File: src/hw/rtl/sbfd_pkg.sv
`default_nettype none

package sbfd_pkg;

   localparam int HEADER_BYTES = 10;
   localparam int VALUE_WIDTH  = 64;
   localparam int MAX_FIELDS   = 1024;

   localparam int INDEX_WIDTH     = 10;
   localparam int FIELD_NUM_WIDTH = ($clog2(MAX_FIELDS) > INDEX_WIDTH) ?
                                    $clog2(MAX_FIELDS) : INDEX_WIDTH;

   typedef enum logic [2:0] {
      KIND_HEADER    = 3'd0,
      KIND_PMAP      = 3'd1,
      KIND_TEMPLATE  = 3'd2,
      KIND_FIELD     = 3'd3,
      KIND_TRUNCATED = 3'd4
   } kind_type;

   typedef struct packed {
      kind_type                 kind;
      logic [63:0]              value;
      logic [INDEX_WIDTH-1:0]   field_index;
      logic [3:0]               byte_count;
      logic                     overflow;
      logic [15:0]              chunk_count;
      logic [15:0]              chunk_number;
      logic [15:0]              body_length;
      logic                     template_present;
      logic                     message_end;
   } result_type;

endpackage

`default_nettype wire

File: src/hw/rtl/sbfd_core.sv
`default_nettype none

module sbfd_core (
   input  wire logic               clock,
   input  wire logic               reset,
   input  wire logic               accept,
   input  wire logic [7:0]         data_byte,
   output logic                    result_valid,
   output sbfd_pkg::result_type    result
);
   import sbfd_pkg::*;

   localparam logic [3:0] SEQ_END   = 4'd4;
   localparam logic [3:0] COUNT_END = 4'd6;
   localparam logic [3:0] CNUM_END  = 4'd8;
   localparam logic [3:0] HDR_LAST  = 4'(HEADER_BYTES - 1);
   localparam logic [FIELD_NUM_WIDTH-1:0] FIELD_LAST = FIELD_NUM_WIDTH'(MAX_FIELDS - 1);

   logic                       in_body_ff, in_body_in;
   logic [3:0]                 header_position_ff, header_position_in;
   logic [31:0]                sequence_number_ff, sequence_number_in;
   logic [15:0]                chunks_total_ff, chunks_total_in;
   logic [15:0]                chunk_current_ff, chunk_current_in;
   logic [15:0]                bytes_remaining_ff, bytes_remaining_in;
   logic [VALUE_WIDTH-1:0]     accumulator_ff, accumulator_in;
   logic [3:0]                 field_bytes_ff, field_bytes_in;
   logic [FIELD_NUM_WIDTH-1:0] field_number_ff, field_number_in;
   logic                       overflow_seen_ff, overflow_seen_in;
   logic                       template_expected_ff, template_expected_in;
   logic                       stop_bit;
   logic                       body_end;

   always_comb begin
      in_body_in           = in_body_ff;
      header_position_in   = header_position_ff;
      sequence_number_in   = sequence_number_ff;
      chunks_total_in      = chunks_total_ff;
      chunk_current_in     = chunk_current_ff;
      bytes_remaining_in   = bytes_remaining_ff;
      accumulator_in       = accumulator_ff;
      field_bytes_in       = field_bytes_ff;
      field_number_in      = field_number_ff;
      overflow_seen_in     = overflow_seen_ff;
      template_expected_in = template_expected_ff;
      stop_bit             = data_byte[7];
      body_end             = 1'b0;
      result_valid         = 1'b0;
      result               = '0;

      if (accept) begin
         if (!in_body_ff) begin
            if (header_position_ff < SEQ_END) begin
               sequence_number_in = {sequence_number_ff[23:0], data_byte};
            end else if (header_position_ff < COUNT_END) begin
               chunks_total_in = {chunks_total_ff[7:0], data_byte};
            end else if (header_position_ff < CNUM_END) begin
               chunk_current_in = {chunk_current_ff[7:0], data_byte};
            end else begin
               bytes_remaining_in = {bytes_remaining_ff[7:0], data_byte};
            end

            if (header_position_ff != HDR_LAST) begin
               header_position_in = header_position_ff + 4'd1;
            end else begin
               header_position_in      = '0;
               accumulator_in          = '0;
               field_bytes_in          = '0;
               field_number_in         = '0;
               overflow_seen_in        = 1'b0;
               template_expected_in    = 1'b0;
               in_body_in              = (bytes_remaining_in != 16'd0);
               result_valid            = 1'b1;
               result.kind             = KIND_HEADER;
               result.value            = 64'(sequence_number_in);
               result.byte_count       = 4'(HEADER_BYTES);
               result.chunk_count      = chunks_total_in;
               result.chunk_number     = chunk_current_in;
               result.body_length      = bytes_remaining_in;
               result.message_end      = (bytes_remaining_in == 16'd0);
            end
         end else begin
            if (field_number_ff == '0 && field_bytes_ff == 4'd0) begin
               template_expected_in = data_byte[6];
            end
            overflow_seen_in = overflow_seen_ff ||
                               (accumulator_ff[VALUE_WIDTH-1 -: 7] != 7'd0);
            accumulator_in   = {accumulator_ff[VALUE_WIDTH-8:0], data_byte[6:0]};
            if (field_bytes_ff != 4'd15) begin
               field_bytes_in = field_bytes_ff + 4'd1;
            end
            bytes_remaining_in = bytes_remaining_ff - 16'd1;
            body_end           = (bytes_remaining_in == 16'd0);

            if (stop_bit || body_end) begin
               result_valid            = 1'b1;
               result.value            = 64'(accumulator_in);
               result.field_index      = field_number_ff[INDEX_WIDTH-1:0];
               result.byte_count       = field_bytes_in;
               result.overflow         = overflow_seen_in;
               result.template_present = template_expected_in;
               result.message_end      = body_end;
               if (!stop_bit) begin
                  result.kind = KIND_TRUNCATED;
               end else if (field_number_ff == '0) begin
                  result.kind = KIND_PMAP;
               end else if (field_number_ff == FIELD_NUM_WIDTH'(1) &&
                            template_expected_in) begin
                  result.kind = KIND_TEMPLATE;
               end else begin
                  result.kind = KIND_FIELD;
               end

               accumulator_in   = '0;
               field_bytes_in   = '0;
               overflow_seen_in = 1'b0;
               if (body_end) begin
                  in_body_in           = 1'b0;
                  header_position_in   = '0;
                  field_number_in      = '0;
                  template_expected_in = 1'b0;
               end else if (field_number_ff != FIELD_LAST) begin
                  field_number_in = field_number_ff + FIELD_NUM_WIDTH'(1);
               end
            end
         end
      end
   end

   always_ff @(posedge clock) begin
      if (reset) begin
         in_body_ff           <= 1'b0;
         header_position_ff   <= '0;
         sequence_number_ff   <= '0;
         chunks_total_ff      <= '0;
         chunk_current_ff     <= '0;
         bytes_remaining_ff   <= '0;
         accumulator_ff       <= '0;
         field_bytes_ff       <= '0;
         field_number_ff      <= '0;
         overflow_seen_ff     <= 1'b0;
         template_expected_ff <= 1'b0;
      end else begin
         in_body_ff           <= in_body_in;
         header_position_ff   <= header_position_in;
         sequence_number_ff   <= sequence_number_in;
         chunks_total_ff      <= chunks_total_in;
         chunk_current_ff     <= chunk_current_in;
         bytes_remaining_ff   <= bytes_remaining_in;
         accumulator_ff       <= accumulator_in;
         field_bytes_ff       <= field_bytes_in;
         field_number_ff      <= field_number_in;
         overflow_seen_ff     <= overflow_seen_in;
         template_expected_ff <= template_expected_in;
      end
   end

endmodule

`default_nettype wire

File: src/hw/rtl/stop_bit_message_field_decoder.sv
// Decodes a stream of framed messages, one byte per transfer: a ten-byte
// big-endian header (sequence number, chunk count, chunk number, body length)
// followed by a body of stop-bit fields, where bit 7 closes a field. Each
// header and each field gives one result; bytes that do not close anything
// give none. A byte is taken every cycle while req_stall is low; unless the
// output is stalled, its result reaches the rsp_ side the cycle after it is
// accepted, as the whole decode of a byte is one pass of combinational logic
// from the message state registers into the result register. A second one
// catches a stalled result, so req_stall rises only when both are full.
`default_nettype none

module stop_bit_message_field_decoder (
   input  wire logic        clock,
   input  wire logic        reset,
   input  wire logic        req_valid,
   output logic             req_stall,
   input  wire logic [7:0]  req_data_byte,
   output logic             rsp_valid,
   input  wire logic        rsp_stall,
   output logic [2:0]       rsp_kind,
   output logic [63:0]      rsp_value,
   output logic [9:0]       rsp_field_index,
   output logic [3:0]       rsp_byte_count,
   output logic             rsp_overflow,
   output logic [15:0]      rsp_chunk_count,
   output logic [15:0]      rsp_chunk_number,
   output logic [15:0]      rsp_body_length,
   output logic             rsp_template_present,
   output logic             rsp_message_end
);
   import sbfd_pkg::*;

   logic       accept;
   logic       core_valid;
   result_type core_result;
   logic       out_valid_ff, out_valid_in;
   result_type out_ff, out_in;
   logic       skid_valid_ff, skid_valid_in;
   result_type skid_ff, skid_in;

   assign accept = req_valid && !skid_valid_ff;

   sbfd_core u_core (
      .clock        (clock),
      .reset        (reset),
      .accept       (accept),
      .data_byte    (req_data_byte),
      .result_valid (core_valid),
      .result       (core_result)
   );

   always_comb begin
      out_valid_in  = out_valid_ff;
      out_in        = out_ff;
      skid_valid_in = skid_valid_ff;
      skid_in       = skid_ff;
      if (skid_valid_ff) begin
         if (!rsp_stall) begin
            out_in        = skid_ff;
            skid_valid_in = 1'b0;
         end
      end else if (!out_valid_ff || !rsp_stall) begin
         out_valid_in = core_valid;
         out_in       = core_result;
      end else if (core_valid) begin
         skid_valid_in = 1'b1;
         skid_in       = core_result;
      end
   end

   always_ff @(posedge clock) begin
      if (reset) begin
         out_valid_ff  <= 1'b0;
         skid_valid_ff <= 1'b0;
      end else begin
         out_valid_ff  <= out_valid_in;
         skid_valid_ff <= skid_valid_in;
      end
      out_ff  <= out_in;
      skid_ff <= skid_in;
   end

   assign req_stall            = skid_valid_ff;
   assign rsp_valid            = out_valid_ff;
   assign rsp_kind             = 3'(out_ff.kind);
   assign rsp_value            = out_ff.value;
   assign rsp_field_index      = out_ff.field_index;
   assign rsp_byte_count       = out_ff.byte_count;
   assign rsp_overflow         = out_ff.overflow;
   assign rsp_chunk_count      = out_ff.chunk_count;
   assign rsp_chunk_number     = out_ff.chunk_number;
   assign rsp_body_length      = out_ff.body_length;
   assign rsp_template_present = out_ff.template_present;
   assign rsp_message_end      = out_ff.message_end;

endmodule

`default_nettype wire

File: config.mk
export PLATFORM = sky130hd
export DESIGN_NAME = stop_bit_message_field_decoder
export DESIGN_NICKNAME = d
export VERILOG_FILES = /design/src/hw/rtl/sbfd_pkg.sv /design/src/hw/rtl/sbfd_core.sv /design/src/hw/rtl/stop_bit_message_field_decoder.sv
export SDC_FILE = /design/constraint.sdc
export NUM_CORES = 1
export LEC_CHECK = 0
export ABC_AREA = 1
export BUFFER_PORTS_ARGS = -buffer_cell sky130_fd_sc_hd__buf_2
export CORE_MARGIN = 2
export CORE_UTILIZATION = 35
export CTS_BUF_LIST = sky130_fd_sc_hd__clkbuf_4 sky130_fd_sc_hd__clkbuf_8
export DETAILED_ROUTE_END_ITERATION = 7
export SETUP_SLACK_MARGIN = 0.5
export SLEW_MARGIN = 20
export SYNTH_ARGS = -nofsm -noshare
export SYNTH_HDL_FRONTEND = slang
export SYNTH_SLANG_ARGS = --single-unit
export TNS_END_PERCENT = 5
File: constraint.sdc
create_clock -name clock -period 12.5 [get_ports clock]
set_input_delay 2.5 -clock clock [delete_from_list [all_inputs] [get_ports clock]]
set_output_delay 2.5 -clock clock [all_outputs]
set_load 0.005 [all_outputs]
==> key figures <==
Status
  • Run status: finished, final reports clean

Power and ir drop
  • Power share of the clock group: 0.452
  • Sequential share of power: 0.526
  • Switching power: 0.000638 W
  • Leakage Power: 8.38 nW
  • Fraction of power spent switching nets: 0.222
  • Power per cell area: 137 nW/um^2
  • Proportion of power drawn by combinational gates: 0.023
  • VDD IR-drop max: 0.0681 mV
  • Internal power consumption: 0.00223 W

Setup path
  • Endpoint class of the critical path: register
  • Maximum net fanout on the critical path: 80
  • Capture point of the worst reg-to-reg path: skid_ff[130]$_DFFE_PP_
  • Cell repeated most along the worst path: sky130_fd_sc_hd__nand2_1
  • Data arrival time of the critical path: 6.16 ns
  • Reg2Reg Depth: 8
  • Worst setup SP type: input port
  • Bufs and invs on worst path: 4
  • Critical path's top delay family: simple AND/OR/NAND/NOR gates
  • Critical path type: input port to register
  • Slowest cell delay on critical path: 0.95 ns
  • Critical path required time: 12.77 ns
  • Crit path cell chain: buf_2, nand2_1, nor2_4, inv_2, a21oi_2, nand2_1, inv_4, buf_6
  • Setup slack, reg-to-reg: 7.79 ns
  • Reg2Reg Launch Point: req_stall$_SDFF_PP0_
  • Cell at the slowest stage of the critical path: sky130_fd_sc_hd__nor2_4

Worst hold path
  • Hold depth: 2
  • Sink of the worst hold path: u_core.chunk_current_ff[8]$_SDFFE_PP0P_
  • Hold crit path type: register to register
  • Hold Path Origin: u_core.chunk_current_ff[8]$_SDFFE_PP0P_

Timing
  • Part of the cycle the worst path needs: 0.472
  • Worst setup skew after layout: 0.0352 ns
  • F_max: 170 MHz
  • Post-layout min period: 5.90 ns
  • Final worst hold slack: 0.461 ns
  • Max-slew violation total from the final report: 0
  • Worst path setup slack after routing: 6.60 ns
  • Max transition margin: 0.295
  • Finish-stage setup viols: 0
  • RSZ-0062 raised after global routing: no
  • Endpoints failing hold: 0
  • Setup tns final: 0 ns
  • Worst Max-Slew Pin Slew: 1.06 ns

Drt
  • Vias after detailed routing: 13483
  • Post-DRT Antenna Nets: 0
  • Routed length per instance: 16.1 um
  • Via-per-instance ratio: 4.85
  • Number of design-rule violations left by the first detailed-router iteration: 969
  • WL final: 44900 um
  • Number of iterations in the first detailed-routing pass: 5
  • Drt drc: 0

Place
  • Gp weighted congestion: 0.847
  • Post-Place Worst Slack: 5.65 ns
  • Count of input and output buffers: 145
  • Number of instances in the placed design: 2641
  • Standard cell area after detailed placement: 19500 sq um
  • DPL Wire Length: 28200 um

Clock tree
  • CTS tree: done
  • Hold Buf Count CTS: 0
  • H-tree lvl count: 3
  • Clock transition at the registers of the reported paths: 0.06 ns
  • Number of gates given a new drive strength after cts: 0
  • Deepest clock path buffer count: 3
  • Later-pin clock latency in the skew report: 0.66 ns
  • Cell at the root of the clock tree: sky130_fd_sc_hd__clkbuf_8
  • TritonCTS buffer count: 74
  • Sink count of the clock tree: 431
  • Post-CTS setup buffer count: 0

Cells and area
  • Final #Nets: 2058
  • Area growth syn-to-layout: 15.4%
  • Share of layout cells above drive strength 1: 0.159
  • Non-filler cells, final: 2780
  • Post-route cell area: 21000 sq um

Yosys
  • Post-synthesis sequential area ratio: 0.619
  • Warnings, synthesis: 0
  • Post-Synthesis Net Count: 1936
  • EDFF count, synth: 264
  • Leading post-synthesis cells by instance count: sky130_fd_sc_hd__nand2_1, sky130_fd_sc_hd__nor2_1, sky130_fd_sc_hd__edfxtp_1
  • Post-Synthesis Mean Instance Area: 9.51 sq um
  • Synth Flop Type: sky130_fd_sc_hd__edfxtp_1
  • Cell area after technology mapping: 18200 sq um
  • Register bit total from synthesis: 431
  • Post-synth top area share: 0.435
  • Leading cell type by number of instances after synthesis: sky130_fd_sc_hd__nand2_1
  • Cells after Synth: 1915
  • Share of synthesized flip-flops with an asynchronous set or reset: 0
  • Number of unique standard cell types used by synthesis: 40
  • Cell type with the highest aggregate area in the netlist: sky130_fd_sc_hd__edfxtp_1
  • Synth top area cells: sky130_fd_sc_hd__edfxtp_1, sky130_fd_sc_hd__dfxtp_1, sky130_fd_sc_hd__nand2_1

Global routing
  • Tot GR Track Use: 0.165
  • Maximum number of pins on one net before global-route repair: 103
  • Number of global-route vias before repair: 12650
  • Global-route congestion overflow total: 0
  • Wire length of the first global-routing pass: 70100 um
  • Number of antenna violations at the first check in global routing: 2

Floorplan
  • Area of the core: 51400 sq um
  • Die X-Extent: 232 um
  • Row cnt: 83
  • Initial cell density of the core: 0.354
  • Floorplan die area: 53900 sq um
  • Chip Height: 232 um
  • Num ports: 146

Run
  • Maxcap violations: 0
==> sequential cells by signal (all words and copies together), names as in the netlist, 16 cells and up <==
signal,count
u_core.chunks_total_ff,16
rsp_chunk_number,16
u_core.chunk_current_ff,16
rsp_chunk_count,16
u_core.accumulator_ff,64
rsp_value,64
rsp_body_length,16
skid_ff,132
u_core.sequence_number_ff,32
u_core.bytes_remaining_ff,16
==> tightest hold or removal path, delay by kind of cell, from the launching register on <==
kind             cells  cell delay [ns]
AND/OR/NAND/NOR      1             0.06
AO/OA/AOI/OAI        1             0.05
flip-flops           1             0.30
==> layout make-up <==
cell class	count	area [sq um]
Fill cell	5025	30400
Sequential cell	431	11300
Multi-Input combinational cell	1208	5900
Clock buffer	118	1390
Tap cell	680	851
Timing Repair Buffer	161	850
Inverter	161	607
Clock inverter	19	129
Antenna cell	2	5.00
==> stage by stage <==
step,utilization,total power [W]
detailed placement,0.379,0.00160
CTS,0.408,0.00291
global placement,0.379,0.00160
floorplan,-,0.00158
global route,0.409,0.00298
finish,0.409,0.00287
==> placed cells by master, fill, tap and decap left out, types with 5 or more instances in the layout <==
master                      instances
sky130_fd_sc_hd__a211oi_2           9
sky130_fd_sc_hd__a31oi_1            5
sky130_fd_sc_hd__xor2_1             6
sky130_fd_sc_hd__buf_2            145
sky130_fd_sc_hd__nand4_1            8
sky130_fd_sc_hd__nor3_1             9
sky130_fd_sc_hd__o21ai_0          195
sky130_fd_sc_hd__nor2_4             6
sky130_fd_sc_hd__nor2_1           278
sky130_fd_sc_hd__a211oi_1          59
sky130_fd_sc_hd__inv_2              6
sky130_fd_sc_hd__clkbuf_4          37
sky130_fd_sc_hd__buf_4             15
sky130_fd_sc_hd__dfxtp_1          166
sky130_fd_sc_hd__nand3_1           27
sky130_fd_sc_hd__mux2i_1           24
sky130_fd_sc_hd__nand2_1          347
sky130_fd_sc_hd__ha_1               9
sky130_fd_sc_hd__clkbuf_8          81
sky130_fd_sc_hd__a2bb2oi_1          5
sky130_fd_sc_hd__a21oi_1          118
sky130_fd_sc_hd__o21ai_1           57
sky130_fd_sc_hd__edfxtp_1         264
sky130_fd_sc_hd__nand2_2            5
sky130_fd_sc_hd__o21a_1            11
sky130_fd_sc_hd__inv_1            153
sky130_fd_sc_hd__clkinv_1           9
==> worst max-delay path by stage <==
| stage | from | end | slack [ns] | cells past startpoint |
|---|---|---|---|---|
| finish | req_valid | skid_ff[130]$_DFFE_PP_ | 6.60 | 8 |
| global route | req_valid | skid_ff[107]$_DFFE_PP_ | 6.32 | 8 |
| CTS | req_valid | skid_ff[91]$_DFFE_PP_ | 6.35 | 8 |
| detailed placement | req_valid | skid_ff[95]$_DFFE_PP_ | 5.65 | 8 |
| global placement | req_valid | skid_ff[100]$_DFFE_PP_ | 5.73 | 8 |
| floorplan | req_stall$_SDFF_PP0_ | rsp_body_length[0]$_DFFE_PP_ | 1.59 | 4 |
==> power groups by stage <==
stage / sequential (W) / clock (W) / combinational, W
floorplan: 0.00154 / 0 / 0.0000455
global route: 0.00151 / 0.00140 / 0.0000735
finish: 0.00151 / 0.00130 / 0.0000653
global placement: 0.00154 / 0 / 0.0000639
detailed placement: 0.00154 / 0 / 0.0000653
CTS: 0.00151 / 0.00134 / 0.0000655
==> layer usage <==
metal / track usage / vias up / wire (um)
met2: 0.253 / 303 / 20300
met1: 0.225 / 6363 / 20900
met5: 0 / - / 0
li1: - / 6740 / -
met3: 0.0349 / 77 / 2330
met4: 0.0765 / 0 / 1350
==> cell families (layout without fill, tap and decap cells) <==
group | Yosys count | in the layout | synth area share
AOI/OAI and AO/OA | 467 | 467 | 0.144
xor gates and xnor gates | 7 | 7 | 0.00337
other | 0 | 2 | 0
buffers and inverters | 276 | 459 | 0.0600
adders and majority gates | 9 | 9 | 0.00618
DFF | 431 | 431 | 0.619
muxes | 24 | 24 | 0.0132
and+or+nand+nor | 701 | 701 | 0.155
(Power assumes the default switching activity.)
